File: config.mk
export PLATFORM = sky130hd
export DESIGN_NAME = qfts_ram
export DESIGN_NICKNAME = d
export VERILOG_FILES = /design/src/rtl/qfts_pkg.sv /design/src/rtl/qfts_ram.sv
export SDC_FILE = /design/constraint.sdc
export NUM_CORES = 2
export LEC_CHECK = 0
export BUFFER_PORTS_ARGS = -buffer_cell sky130_fd_sc_hd__buf_2
export CAP_MARGIN = 15
export CELL_PAD_IN_SITES_DETAIL_PLACEMENT = 1
export CELL_PAD_IN_SITES_GLOBAL_PLACEMENT = 1
export CORE_UTILIZATION = 57
export CTS_CLUSTER_DIAMETER = 50
export CTS_CLUSTER_SIZE = 16
export DETAILED_ROUTE_END_ITERATION = 16
export GPL_ROUTABILITY_DRIVEN = 0
export GPL_TIMING_DRIVEN = 0
export PLACE_DENSITY_LB_ADDON = 0.1
export SLEW_MARGIN = 10
export SYNTH_ARGS = -nofsm -noshare
export SYNTH_HDL_FRONTEND = slang
export SYNTH_SLANG_ARGS = --single-unit
File: constraint.sdc
create_clock -name i_clk -period 4.2 [get_ports i_clk]
set_input_delay 0.21 -clock i_clk [delete_from_list [all_inputs] [get_ports i_clk]]
set_output_delay 0.21 -clock i_clk [all_outputs]
set_load 0.05 [all_outputs]
File: src/rtl/qfts_pkg.sv
package qfts_pkg;

    localparam int DEPTH_DEF = 128;

    localparam int FUNC_W   = 2;
    localparam int DATA_W   = 32;
    localparam int STATUS_W = 2;
    localparam int LIMIT_W  = 8;

    localparam logic [LIMIT_W-1:0] LIMIT_RST = 8'd128;

    typedef enum logic [FUNC_W-1:0] {
        FN_ENQ   = 2'd0,
        FN_DEQ   = 2'd1,
        FN_FRONT = 2'd2,
        FN_NONE  = 2'd3
    } t_func;

    typedef enum logic [STATUS_W-1:0] {
        ST_OK    = 2'd0,
        ST_FULL  = 2'd1,
        ST_EMPTY = 2'd2,
        ST_RSVD  = 2'd3
    } t_status;

    localparam logic [DATA_W-1:0] EMPTY_DATA = '1;

endpackage

File: src/rtl/qfts_ram.sv
module qfts_ram #(
    parameter int DEPTH = qfts_pkg::DEPTH_DEF,
    parameter int AW    = $clog2(DEPTH)
) (
    input  logic                        i_clk,
    input  logic                        i_we,
    input  logic [AW-1:0]               i_waddr,
    input  logic [qfts_pkg::DATA_W-1:0] i_wdata,
    input  logic [AW-1:0]               i_raddr,
    output logic [qfts_pkg::DATA_W-1:0] o_rdata
);

    logic [qfts_pkg::DATA_W-1:0] r_mem [DEPTH];
    logic [qfts_pkg::DATA_W-1:0] r_rdata;

    always_ff @(posedge i_clk) begin
        if (i_we) begin
            r_mem[i_waddr] <= i_wdata;
        end
    end

    always_ff @(posedge i_clk) begin
        r_rdata <= r_mem[i_raddr];
    end

    assign o_rdata = r_rdata;

endmodule

==> metrics.md <==
| Metric | Value |
|---|---|
| Final layout net count | `6760` |
| Maximum number of pins on one net before global-route repair | `97` |
| Number of port buffers | `68` |
| Utilization after layout | `66.40%` |
| Leakage power | `55.36 nW` |
| Hold_buf cts | `32` |
| Critical Path RT | `5.03 ns` |
| Clock transition at the registers of the reported paths | `0.07 ns` |
| Core area | `271700 µm²` |
| Transition time of the tightest slew-check pin | `1.254 ns` |
| Internal portion of total power | `66.56 mW` |
| CTS HTree Levels | `5` |
| Worst setup SP type | `input pin` |
| Proportion of synthesized flip-flops having asynchronous set or reset | `0%` |
| Achievable frequency | `259.6 MHz` |
| Flop-to-flop setup slack | `1.43 ns` |
| Number of gates on the worst path with buffers counted | `9` |
| Sequential element share of the synthesized area | `79.12%` |
| CP delay by family, top | `buffers and inverters` |
| Switching share of total power | `22.83%` |
| Beginning of the worst register-to-register path | `r_mem[55][17]` |
| Max Buffers Root-to-Sink | `4` |
| Initial DRT Pass Iterations | `7` |
| Detail Route Antenna Nets | `0` |
| Final worst path period share | `91.71%` |
| Worst Hold Margin | `0.1270 ns` |
| Class of the most critical setup path | `input pin to flop` |
| Maximum vdd drop | `0.0004064 V` |
| Number of primary I/O pins | `80` |
| Final hold violations | `0` |
| Remaining routing DRC violations | `0` |
| Total global routing overflow | `0` |
| Number of global-route vias before repair | `75030` |
| Dominant cells by area after synthesis | `sky130_fd_sc_hd__edfxtp_1, sky130_fd_sc_hd__mux4_2, sky130_fd_sc_hd__clkbuf_1, sky130_fd_sc_hd__dfxtp_1, sky130_fd_sc_hd__nor2_1` |
| Pwr dens | `478.1 nW/µm²` |
| Mean Syn Cell Area | `26.09 µm²` |
| Distinct cells, synth | `17` |
| GRT busiest layer | `met2` |
| Result of the run | `finished, final reports clean` |
| Buffer cell driving the clock tree root | `sky130_fd_sc_hd__clkbuf_16` |
| Path class of the lowest-slack min-delay path | `input pin to flop` |
| Initial core utilization | `57.51%` |
| Average wire length per cell after detail routing | `41.21 µm` |
| Portion of synthesized cell area occupied by the leading cell type | `78.71%` |
| Netlist Area Pre-Place | `156300 µm²` |
| Combinational share of power | `5.9%` |
| Number of clock sinks seen by CTS | `4128` |
| #FFs+latches synth | `4128` |
| Endpoint of the worst-slack reg-to-reg timing path | `o_rdata[17]` |
| Final routed wirelength across all metal layers | `440.3 mm` |
| Top cells by instance count after synthesis | `sky130_fd_sc_hd__edfxtp_1, sky130_fd_sc_hd__mux4_2, sky130_fd_sc_hd__clkbuf_1` |
| Cell taking the most area after synthesis | `sky130_fd_sc_hd__edfxtp_1` |
| Cts bufs inserted | `387` |
| TritonCTS clock tree | `yes` |
| Starting DRT DRC Count | `11170` |
| Insertion delay to the later sink of the worst-skew pair | `0.99 ns` |
| Critical Path AT | `4.68 ns` |
| Number of enable flip-flop cells after synthesis | `4096` |
| Sum of net half-perimeters after detailed placement | `292.7 mm` |
| Gate Count Post-Synth | `5990` |
| Critical path origin | `i_raddr[2]` |
| Wire length of the first global-routing pass | `604.0 mm` |
| Placement-stage cell area | `167000 µm²` |
| Final setup violating endpoints | `0` |
| Synth-to-layout area growth | `15.45%` |
| Share of total power in the clock network | `41.3%` |
| Normalized max-slew margin | `16.39%` |
| Post-CTS setup buffer count | `0` |
| Count of yosys warnings during synthesis | `0` |
| Capturing element of the worst setup path | `o_rdata[11]` |
| Unrepaired setup endpoints after global routing | `false` |
| Sequential power share | `52.8%` |
| Global Route met1 Usage | `45.85%` |
| Proportion of layout cells with a drive suffix above 1 | `36.24%` |
| Chain of cells forming the critical path | `clkbuf_1 > buf_2 > clkbuf_2 > buf_12 > clkbuf_1 > mux4_2 > mux4_2 > mux4_2 > mux2_2` |
| Worst setup slack before clock tree synthesis | `-0.5432 ns` |
| Final instance area | `180400 µm²` |
| Global Route met3 Usage | `7.779%` |
| Largest incremental delay on the critical path | `0.73 ns` |
| Met2 usage | `49.39%` |
| Total routing resource utilization after global routing | `32.11%` |
| CTS-repair resized insts | `0` |
| Net switching component of the power | `19.69 mW` |
| Crit path capture type | `flop` |
| Max-cap violations | `0` |
| Critical path's slowest cell | `sky130_fd_sc_hd__mux4_2` |
| Layout Skew | `0.04560 ns` |
| Most instantiated flip-flop cell in the synthesis netlist | `sky130_fd_sc_hd__edfxtp_1` |
| Syn_nets | `6038` |
| Overall power of the completed layout | `86.25 mW` |
| Max-slew violation total from the final report | `0` |
| Number of buffer and inverter stages on the critical path | `5` |
| Highest fanout seen on the critical path | `10` |
| Detailed-route vias per instance | `6.908` |
| PnR worst setup slack | `0.3483 ns` |
| Path depth of the worst reg2reg path | `4` |
| FP Rows | `191` |
| Width of the die | `525.6 µm` |
| Chip Height | `525.6 µm` |
| Overall via count from detail_route | `73810` |
| Cell with the most instances after synthesis | `sky130_fd_sc_hd__edfxtp_1` |
| Most prevalent standard cell on the critical path | `sky130_fd_sc_hd__mux4_2` |
| Area enclosed by the die boundary | `276300 µm²` |
| Time the worst path needs with I/O delays and setup | `3.852 ns` |
| Number of antenna violations at the first check in global routing | `67` |
==> cells in the final DEF, fill, tap and decap left out <==
cell	instances
sky130_fd_sc_hd__edfxtp_1	4096
sky130_fd_sc_hd__inv_6	60
sky130_fd_sc_hd__dlygate4sd3_1	32
sky130_fd_sc_hd__nor3_2	9
sky130_fd_sc_hd__buf_16	95
sky130_fd_sc_hd__nand2_1	14
sky130_fd_sc_hd__buf_8	6
sky130_fd_sc_hd__bufinv_16	23
sky130_fd_sc_hd__nor2b_1	7
sky130_fd_sc_hd__diode_2	111
sky130_fd_sc_hd__buf_1	46
sky130_fd_sc_hd__inv_8	29
sky130_fd_sc_hd__clkbuf_2	26
sky130_fd_sc_hd__inv_16	1
sky130_fd_sc_hd__clkinv_2	19
sky130_fd_sc_hd__clkbuf_16	401
sky130_fd_sc_hd__clkinv_1	23
sky130_fd_sc_hd__clkinvlp_4	36
sky130_fd_sc_hd__or3_1	1
sky130_fd_sc_hd__buf_12	89
sky130_fd_sc_hd__dfxtp_1	32
sky130_fd_sc_hd__clkinv_4	34
sky130_fd_sc_hd__clkbuf_8	1
sky130_fd_sc_hd__mux4_2	1344
sky130_fd_sc_hd__nor2_4	119
sky130_fd_sc_hd__nor2_1	3
sky130_fd_sc_hd__buf_6	33
sky130_fd_sc_hd__clkinv_8	15
sky130_fd_sc_hd__nand2b_1	2
sky130_fd_sc_hd__nand4_1	3
sky130_fd_sc_hd__buf_4	47
sky130_fd_sc_hd__nand3_1	12
sky130_fd_sc_hd__buf_2	119
sky130_fd_sc_hd__clkbuf_1	195
sky130_fd_sc_hd__mux2_2	32
==> how the worst min path moves through the flow <==
stage | cells past startpoint | to | from
2_1_floorplan | 0 | r_mem[0][0] | i_wdata[0]
3_3_place_gp | 1 | o_rdata[8] | o_rdata[8]
3_5_place_dp | 1 | r_mem[116][30] | i_wdata[30]
4_1_cts | 3 | r_mem[86][31] | i_waddr[1]
5_1_grt | 3 | r_mem[86][31] | i_waddr[2]
6_report | 3 | r_mem[86][31] | i_waddr[1]
==> cells by family (layout without fill, tap and decap cells) <==
kind of cell	count (synthesis)	in the layout	share of synthesized area (%)
flops	4128	4128	79.12
simple gates	170	170	0.4460
other cells	0	111	0
mux	1376	1376	19.60
buf+inv	316	1330	0.8391
==> power groups by stage <==
stage	combinational (mW)	clock, mW	sequential (mW)
global route	5.24	37.2	45.5
global placement	4.63	0	46.5
finish	5.12	35.6	45.5
CTS	5.05	35.9	45.5
floorplan	2.19	0	46.6
detailed placement	5.00	0	46.4
==> layer usage <==
metal,vias up,share of wire (%)
li1,28020,-
met1,40630,38
met2,4554,48
met3,591,11
met4,12,3.5
met5,-,0.064
==> through the flow <==
step,setup TNS (ns),cells
floorplan,0,5990
global placement,-4466.14,9628
detailed placement,-13.28,9855
CTS,0,10570
global route,0,10660
finish,0,10690
==> registers in the layout, summed over array words and instances, names as in the netlist <==
signal   count
o_rdata     32
r_mem     4096
==> worst register-to-register path: cells and delay by family (launching register included) <==
kind   cells  cell delay, ns
DFF        1            0.39
muxes      4            2.25
==> layout make-up <==
type / instances / area (µm²)
tap: 3570 / 4467
clock inverter: 240 / 2556
multi-input combinational: 1546 / 32260
fill: 20070 / 91310
timing repair buffer: 333 / 5667
sequential: 4128 / 123600
clock buffer: 441 / 10190
antenna: 111 / 277.8
buffer: 316 / 1349
No activity file was read; power rests on OpenSTA's default activity.
