### src/rtl/qfts_pkg.sv
package qfts_pkg;

    localparam int DEPTH_DEF = 128;

    localparam int FUNC_W   = 2;
    localparam int DATA_W   = 32;
    localparam int STATUS_W = 2;
    localparam int LIMIT_W  = 8;

    localparam logic [LIMIT_W-1:0] LIMIT_RST = 8'd128;

    typedef enum logic [FUNC_W-1:0] {
        FN_ENQ   = 2'd0,
        FN_DEQ   = 2'd1,
        FN_FRONT = 2'd2,
        FN_NONE  = 2'd3
    } t_func;

    typedef enum logic [STATUS_W-1:0] {
        ST_OK    = 2'd0,
        ST_FULL  = 2'd1,
        ST_EMPTY = 2'd2,
        ST_RSVD  = 2'd3
    } t_status;

    localparam logic [DATA_W-1:0] EMPTY_DATA = '1;

endpackage

### src/rtl/qfts_ctrl.sv
module qfts_ctrl #(
    parameter int DEPTH = qfts_pkg::DEPTH_DEF,
    parameter int AW    = $clog2(DEPTH),
    parameter int CW    = $clog2(DEPTH + 1)
) (
    input  logic                          i_clk,
    input  logic                          i_rst_n,
    input  logic                          i_cfg_we,
    input  logic [qfts_pkg::LIMIT_W-1:0]  i_cfg_wdata,
    input  logic                          i_s_axis_tvalid,
    output logic                          o_s_axis_tready,
    input  logic [qfts_pkg::DATA_W-1:0]   i_s_axis_tdata,
    input  logic [qfts_pkg::FUNC_W-1:0]   i_s_axis_tuser,
    output logic                          o_m_axis_tvalid,
    input  logic                          i_m_axis_tready,
    output logic [qfts_pkg::DATA_W-1:0]   o_m_axis_tdata,
    output logic [qfts_pkg::STATUS_W-1:0] o_m_axis_tuser,
    output logic                          o_ib_we,
    output logic [AW-1:0]                 o_ib_waddr,
    output logic [qfts_pkg::DATA_W-1:0]   o_ib_wdata,
    output logic [AW-1:0]                 o_ib_raddr,
    input  logic [qfts_pkg::DATA_W-1:0]   i_ib_rdata,
    output logic                          o_ob_we,
    output logic [AW-1:0]                 o_ob_waddr,
    output logic [qfts_pkg::DATA_W-1:0]   o_ob_wdata,
    output logic [AW-1:0]                 o_ob_raddr,
    input  logic [qfts_pkg::DATA_W-1:0]   i_ob_rdata
);

    localparam int LW = (CW > qfts_pkg::LIMIT_W) ? CW : qfts_pkg::LIMIT_W;

    typedef enum logic [4:0] {
        S_IDLE = 5'b00001,
        S_POUR = 5'b00010,
        S_PEEK = 5'b00100,
        S_LOAD = 5'b01000,
        S_HOLD = 5'b10000
    } t_state;

    t_state                        r_state, n_state;
    logic [qfts_pkg::LIMIT_W-1:0]  r_queue_limit;
    logic [CW-1:0]                 r_in_cnt, n_in_cnt;
    logic [CW-1:0]                 r_out_cnt, n_out_cnt;
    logic                          r_mv, n_mv;
    logic                          r_deq, n_deq;
    logic [qfts_pkg::DATA_W-1:0]   r_hold_data, n_hold_data;
    logic [qfts_pkg::STATUS_W-1:0] r_hold_status, n_hold_status;
    logic                          r_out_valid, n_out_valid;
    logic [qfts_pkg::DATA_W-1:0]   r_out_data, n_out_data;
    logic [qfts_pkg::STATUS_W-1:0] r_out_status, n_out_status;

    logic                          accept;
    logic                          full;
    logic [LW-1:0]                 lim_w, eff_lim;
    logic                          fin;
    logic [qfts_pkg::DATA_W-1:0]   fin_data;
    logic [qfts_pkg::STATUS_W-1:0] fin_status;
    logic                          out_free;
    logic                          pour_rd;
    qfts_pkg::t_func               func;

    assign func    = qfts_pkg::t_func'(i_s_axis_tuser);
    assign accept  = i_s_axis_tvalid && o_s_axis_tready;
    assign o_s_axis_tready = (r_state == S_IDLE);
    assign out_free = !r_out_valid || i_m_axis_tready;

    // limit clamped to 1..DEPTH
    always_comb begin
        lim_w = LW'(r_queue_limit);
        if (lim_w == '0) begin
            eff_lim = LW'(1);
        end else if (lim_w > LW'(DEPTH)) begin
            eff_lim = LW'(DEPTH);
        end else begin
            eff_lim = lim_w;
        end
    end
    assign full = LW'(r_in_cnt) >= eff_lim;

    assign pour_rd    = (r_state == S_POUR) && (r_in_cnt != '0);
    assign o_ib_raddr = AW'(r_in_cnt - CW'(1));
    assign o_ob_raddr = AW'(r_out_cnt - CW'(1));

    assign o_ib_we    = accept && (func == qfts_pkg::FN_ENQ) && !full;
    assign o_ib_waddr = r_in_cnt[AW-1:0];
    assign o_ib_wdata = i_s_axis_tdata;

    // item read in the previous cycle lands on the outbound top
    assign o_ob_we    = r_mv;
    assign o_ob_waddr = r_out_cnt[AW-1:0];
    assign o_ob_wdata = i_ib_rdata;

    always_comb begin
        n_state       = r_state;
        n_in_cnt      = r_in_cnt;
        n_out_cnt     = r_out_cnt;
        n_mv          = 1'b0;
        n_deq         = r_deq;
        n_hold_data   = r_hold_data;
        n_hold_status = r_hold_status;
        fin           = 1'b0;
        fin_data      = '0;
        fin_status    = qfts_pkg::ST_OK;

        if (o_ib_we) begin
            n_in_cnt = r_in_cnt + CW'(1);
        end
        if (r_mv) begin
            n_out_cnt = r_out_cnt + CW'(1);
        end

        case (r_state)
            S_IDLE: begin
                if (accept) begin
                    n_deq = (func == qfts_pkg::FN_DEQ);
                    case (func)
                        qfts_pkg::FN_ENQ: begin
                            fin      = 1'b1;
                            fin_data = i_s_axis_tdata;
                            fin_status = full ? qfts_pkg::ST_FULL : qfts_pkg::ST_OK;
                        end
                        qfts_pkg::FN_DEQ, qfts_pkg::FN_FRONT: begin
                            if (r_in_cnt == '0 && r_out_cnt == '0) begin
                                fin        = 1'b1;
                                fin_data   = qfts_pkg::EMPTY_DATA;
                                fin_status = qfts_pkg::ST_EMPTY;
                            end else if (r_out_cnt == '0) begin
                                n_state = S_POUR;
                            end else begin
                                n_state = S_PEEK;
                            end
                        end
                        default: begin
                            fin = 1'b1;
                        end
                    endcase
                end
            end
            S_POUR: begin
                if (pour_rd) begin
                    n_in_cnt = r_in_cnt - CW'(1);
                    n_mv     = 1'b1;
                end else begin
                    n_state = S_PEEK;
                end
            end
            S_PEEK: begin
                n_state = S_LOAD;
            end
            S_LOAD: begin
                fin      = 1'b1;
                fin_data = i_ob_rdata;
                if (r_deq) begin
                    n_out_cnt = r_out_cnt - CW'(1);
                end
            end
            S_HOLD: begin
                fin        = 1'b1;
                fin_data   = r_hold_data;
                fin_status = r_hold_status;
            end
            default: begin
                n_state = S_IDLE;
            end
        endcase

        if (fin) begin
            if (out_free) begin
                n_state = S_IDLE;
            end else begin
                n_state       = S_HOLD;
                n_hold_data   = fin_data;
                n_hold_status = fin_status;
            end
        end
    end

    always_comb begin
        n_out_valid  = r_out_valid && !i_m_axis_tready;
        n_out_data   = r_out_data;
        n_out_status = r_out_status;
        if (fin && out_free) begin
            n_out_valid  = 1'b1;
            n_out_data   = fin_data;
            n_out_status = fin_status;
        end
    end

    always_ff @(posedge i_clk) begin
        if (!i_rst_n) begin
            r_state       <= S_IDLE;
            r_queue_limit <= qfts_pkg::LIMIT_RST;
            r_in_cnt      <= '0;
            r_out_cnt     <= '0;
            r_mv          <= 1'b0;
            r_out_valid   <= 1'b0;
        end else begin
            r_state     <= n_state;
            r_in_cnt    <= n_in_cnt;
            r_out_cnt   <= n_out_cnt;
            r_mv        <= n_mv;
            r_out_valid <= n_out_valid;
            if (i_cfg_we) begin
                r_queue_limit <= i_cfg_wdata;
            end
        end
    end

    always_ff @(posedge i_clk) begin
        r_deq         <= n_deq;
        r_hold_data   <= n_hold_data;
        r_hold_status <= n_hold_status;
        r_out_data    <= n_out_data;
        r_out_status  <= n_out_status;
    end

    assign o_m_axis_tvalid = r_out_valid;
    assign o_m_axis_tdata  = r_out_data;
    assign o_m_axis_tuser  = r_out_status;

    logic [CW:0] total;
    assign total = {1'b0, r_in_cnt} + {1'b0, r_out_cnt} + (CW+1)'(r_mv);

    a_cnt_range: assert property (@(posedge i_clk) disable iff (!i_rst_n)
        (r_in_cnt <= CW'(DEPTH)) && (r_out_cnt <= CW'(DEPTH)))
        else $error("stack count beyond depth");

    a_pour_conserve: assert property (@(posedge i_clk) disable iff (!i_rst_n)
        (r_state == S_POUR) |=> (total == $past(total)))
        else $error("item lost or duplicated during pour");

    a_peek_nonempty: assert property (@(posedge i_clk) disable iff (!i_rst_n)
        (r_state == S_PEEK) |-> (r_out_cnt != '0))
        else $error("peek on empty outbound stack");

    a_enq_push: assert property (@(posedge i_clk) disable iff (!i_rst_n)
        o_ib_we |=> (r_in_cnt == $past(r_in_cnt) + CW'(1)))
        else $error("enqueue did not advance inbound count");

endmodule
### config.mk
export PLATFORM = sky130hd
export DESIGN_NAME = qfts_ctrl
export DESIGN_NICKNAME = d
export VERILOG_FILES = /design/src/rtl/qfts_pkg.sv /design/src/rtl/qfts_ctrl.sv
export SDC_FILE = /design/constraint.sdc
export NUM_CORES = 1
export LEC_CHECK = 0
export BUFFER_PORTS_ARGS = -buffer_cell sky130_fd_sc_hd__buf_2
export CAP_MARGIN = 10
export CORE_MARGIN = 5
export CORE_UTILIZATION = 51
export CTS_CLUSTER_SIZE = 12
export DETAILED_ROUTE_END_ITERATION = 7
export HOLD_SLACK_MARGIN = 0.08
export PLACE_DENSITY = 0.95
export SLEW_MARGIN = 20
export SYNTH_ARGS = -nofsm -noshare
export SYNTH_HDL_FRONTEND = slang
export SYNTH_SLANG_ARGS = --single-unit
export TNS_END_PERCENT = 10
### constraint.sdc
create_clock -name i_clk -period 8.9 [get_ports i_clk]
set_input_delay 1.78 -clock i_clk [delete_from_list [all_inputs] [get_ports i_clk]]
set_output_delay 1.78 -clock i_clk [all_outputs]
set_load 0.03 [all_outputs]
==> impl_metrics.tcl <==
set metrics [dict create \
    drive_gt1_frac 0.363 \
    grt_pass1_vias 4018 \
    floorplan.core_area_um2 10200 \
    cts_tree "yes" \
    cell_accounting_for_the_most_synthesized_area "sky130_fd_sc_hd__edfxtp_1" \
    synthesis.instances 482 \
    worst-endpoint-arrival_ns 2.96 \
    synth_top_flop_cell "sky130_fd_sc_hd__edfxtp_1" \
    ys_ff_latch 100 \
    synth_commonest_cells "sky130_fd_sc_hd__buf_4 (78), sky130_fd_sc_hd__edfxtp_1 (69), sky130_fd_sc_hd__nand2_1 (47)" \
    detailedPlacementHpwl_um 8840 \
    setup_violations 0 \
    routed-via-count 4013 \
    postCtsSetupRepairBufs 0 \
    leakage_nw 2.64 \
    routed_via_density 5.66 \
    post_cts.resized_instances 0 \
    drt_drc_violations_left 2 \
    numPlacedInstances 693 \
    synth_top_area_share 0.390 \
    number_of_antenna_violations_at_the_first_check_in_global_routing 0 \
    yosys_warnings 0 \
    period_share 0.532 \
    area.growth.synth_to_final_pct 10.4 \
    met2RoutedLength_um 6270 \
    nNetsFinal 694 \
    cp_max_fo 9 \
    dp_worst_setup_slack_ns 4.16 \
    netlist-cell-type-count 52 \
    cts-root-buf "sky130_fd_sc_hd__clkbuf_8" \
    pwr_density_cell_nw_per_um2 184 \
    global_route_wire_length_before_repair_um 19900 \
    final.min_clock_period_ns 4.74 \
    detailedRoute.firstIterationViolations 413 \
    port-buffer-count 176 \
    synth_enable_flop_cells 69 \
    die-width_um 112 \
    final_hold_viol_count 0 \
    grt.overflow.total 0 \
    max-vdd-ir-drop_mv 0.0753 \
    layout.cells.non_filler 709 \
    worst_setup_path_end_kind "output pin" \
    route.layer.met1.wl_um 4720 \
    pins_over_slew_limit 0 \
    cts_inserted_buffers 9 \
    worstSetupPathType "in2out" \
    total_routed_wirelength_um 12200 \
    maxClockFrequency_ghz 0.211 \
    worst-endpoint-required_ns 7.12 \
    floorplan.rows 37 \
    setup.worst_path.start_class "primary input" \
    finalWorstSetupSlack_ns 4.16 \
    hold_path.class "reg2reg" \
    synth.net_count 608 \
    cap_violations 0 \
    setup_repair_after_global_routing_missed_its_margin "false" \
    met3WireLength_um 1150 \
    cts_buffer_depth 2 \
    design.portCount 241 \
    synth_top_area_cells "sky130_fd_sc_hd__edfxtp_1 (39%), sky130_fd_sc_hd__dfxtp_1 (12%), sky130_fd_sc_hd__buf_4 (11%)" \
    die_area_um2 12600 \
    grt_max_degree 35 \
    die_height_um 112 \
    worst_slew_pin_slew_ns 1.00 \
    clk_latency_ns 0.36 \
    synth-seq-area-share 0.507 \
    highest-signal-layer "met4" \
    relSlewSlack 0.330 \
    path_clk_slew_ns 0.11 \
    area.sequential_um2 2690 \
    r2r_setup_slack_ns 5.65 \
    fillers 815 \
    cts.hold.buffers_added 0 \
    h-tree-depth 3 \
    yosys.cell_count.top_type "sky130_fd_sc_hd__buf_4" \
    tritoncts_num_sinks 100 \
    synth.avg_cell_area_um2 11.0 \
    routed_wire_length_per_instance_um 17.2 \
    antenna-diode-count 0 \
    drtAntennaViolNets 0 \
    grt_use_total 0.190 \
    area_of_combinational_cells_with_multiple_inputs_um2 1830 \
    timing.setup.tns_ns 0 \
    skew_ns 0.0173 \
    effective_utilization_at_floorplan 0.520 \
    result_of_the_run "complete, but fails checks" \
    gp_routability_congestion 0.875 \
    drt_pre_antenna_iters 8 \
    netlist_area_um2 5320 \
    synth_async_sr_flop_share 0 \
    violations_in_the_final_reports "DRC" \
]
==> flip-flops by register name, indices dropped and copies added (netlist names) <==
signal           flops
r_in_cnt             8
lim_w                8
o_m_axis_tuser       2
r_deq                1
r_state              5
r_hold_data         32
o_m_axis_tdata      32
r_out_cnt            8
o_m_axis_tvalid      1
o_ob_we              1
r_hold_status        2
==> path summary, 6_finish.rpt <==
| path | endpoint | depth (start not counted) | start |
|---|---|---|---|
| hold reg to reg | r_state[3] | 2 | r_state[2] |
| setup / recovery | o_ib_we | 6 | i_s_axis_tuser[1] |
| setup reg to reg | o_m_axis_tdata[6] | 8 | r_in_cnt[0] |
| hold / removal | r_state[3] | 2 | r_state[2] |
==> worst max-delay path, stage by stage <==
cell	delay, ns
sky130_fd_sc_hd__buf_2	0.11
sky130_fd_sc_hd__inv_1	0.08
sky130_fd_sc_hd__ha_1	0.19
sky130_fd_sc_hd__nand3_1	0.28
sky130_fd_sc_hd__nor2_1	0.28
sky130_fd_sc_hd__buf_2	0.24
==> layer usage <==
metal | GRT usage | vias up
li1 | - | 1867
met1 | 0.226 | 1916
met2 | 0.337 | 220
met3 | 0.0566 | 10
met4 | 0.0457 | 0
met5 | 0 | -
==> cell usage in the layout, fill, tap and decap left out, types with 3 or more instances in the layout <==
| cell | Yosys | final |
|---|---|---|
| sky130_fd_sc_hd__or3_1 | 6 | 6 |
| sky130_fd_sc_hd__clkbuf_8 | 0 | 9 |
| sky130_fd_sc_hd__o21a_1 | 3 | 3 |
| sky130_fd_sc_hd__nand4_1 | 5 | 5 |
| sky130_fd_sc_hd__inv_1 | 13 | 13 |
| sky130_fd_sc_hd__and2_1 | 13 | 13 |
| sky130_fd_sc_hd__and3_1 | 6 | 6 |
| sky130_fd_sc_hd__nand2b_1 | 5 | 5 |
| sky130_fd_sc_hd__xnor2_1 | 8 | 8 |
| sky130_fd_sc_hd__o21ai_0 | 9 | 9 |
| sky130_fd_sc_hd__o221a_2 | 3 | 3 |
| sky130_fd_sc_hd__nand2_1 | 47 | 47 |
| sky130_fd_sc_hd__nor2_1 | 18 | 16 |
| sky130_fd_sc_hd__dfxtp_1 | 31 | 31 |
| sky130_fd_sc_hd__a222oi_1 | 32 | 32 |
| sky130_fd_sc_hd__nor3_1 | 11 | 11 |
| sky130_fd_sc_hd__nor2b_1 | 9 | 9 |
| sky130_fd_sc_hd__nor4_1 | 3 | 3 |
| sky130_fd_sc_hd__a21oi_1 | 9 | 9 |
| sky130_fd_sc_hd__ha_1 | 15 | 15 |
| sky130_fd_sc_hd__xor2_1 | 14 | 14 |
| sky130_fd_sc_hd__buf_2 | 3 | 176 |
| sky130_fd_sc_hd__edfxtp_1 | 69 | 69 |
| sky130_fd_sc_hd__nand3_1 | 6 | 6 |
| sky130_fd_sc_hd__a31oi_1 | 3 | 3 |
| sky130_fd_sc_hd__mux2i_1 | 10 | 10 |
| sky130_fd_sc_hd__buf_4 | 78 | 5 |
==> kinds of logic after synthesis <==
| group | Yosys count | synth area share |
|---|---|---|
| multiplexers | 10 | 0.0188 |
| flip-flops | 100 | 0.507 |
| XOR/XNOR | 22 | 0.0363 |
| AO/OA/AOI/OAI | 75 | 0.116 |
| AND/OR/NAND/NOR | 140 | 0.136 |
| buffers and inverters | 120 | 0.151 |
| adder cells (fa/ha/maj) | 15 | 0.0353 |
==> area by class of cell <==
type | instances | share of cell area
clock buffer | 9 | 0.0211
clock inverter | 7 | 0.0141
inverter | 14 | 0.00895
multi-input combinational | 262 | 0.312
sequential | 100 | 0.459
tap | 136 | 0.0290
timing repair buffer | 181 | 0.156
==> per-stage QoR <==
| step | power (mW) | util | hold WS [ns] | area, um^2 |
|---|---|---|---|---|
| after floorplan | 0.754 | - | 0.448 | 5320 |
| after detailed placement | 0.791 | 0.554 | 0.474 | 5660 |
| after CTS | 1.09 | 0.574 | 0.496 | 5870 |
| after global routing | 1.13 | 0.574 | 0.557 | 5870 |
| after global placement | 0.783 | 0.554 | 0.454 | 5660 |
| final | 1.08 | 0.574 | 0.505 | 5870 |
==> power by group <==
group	total, mW	switching (mW)	leakage (nW)	internal (mW)
clock	0.301	0.166	0.105	0.135
combinational	0.220	0.159	1.62	0.0609
sequential	0.558	0.0121	0.914	0.546
Note: power is estimated with default switching activity, not from simulation.
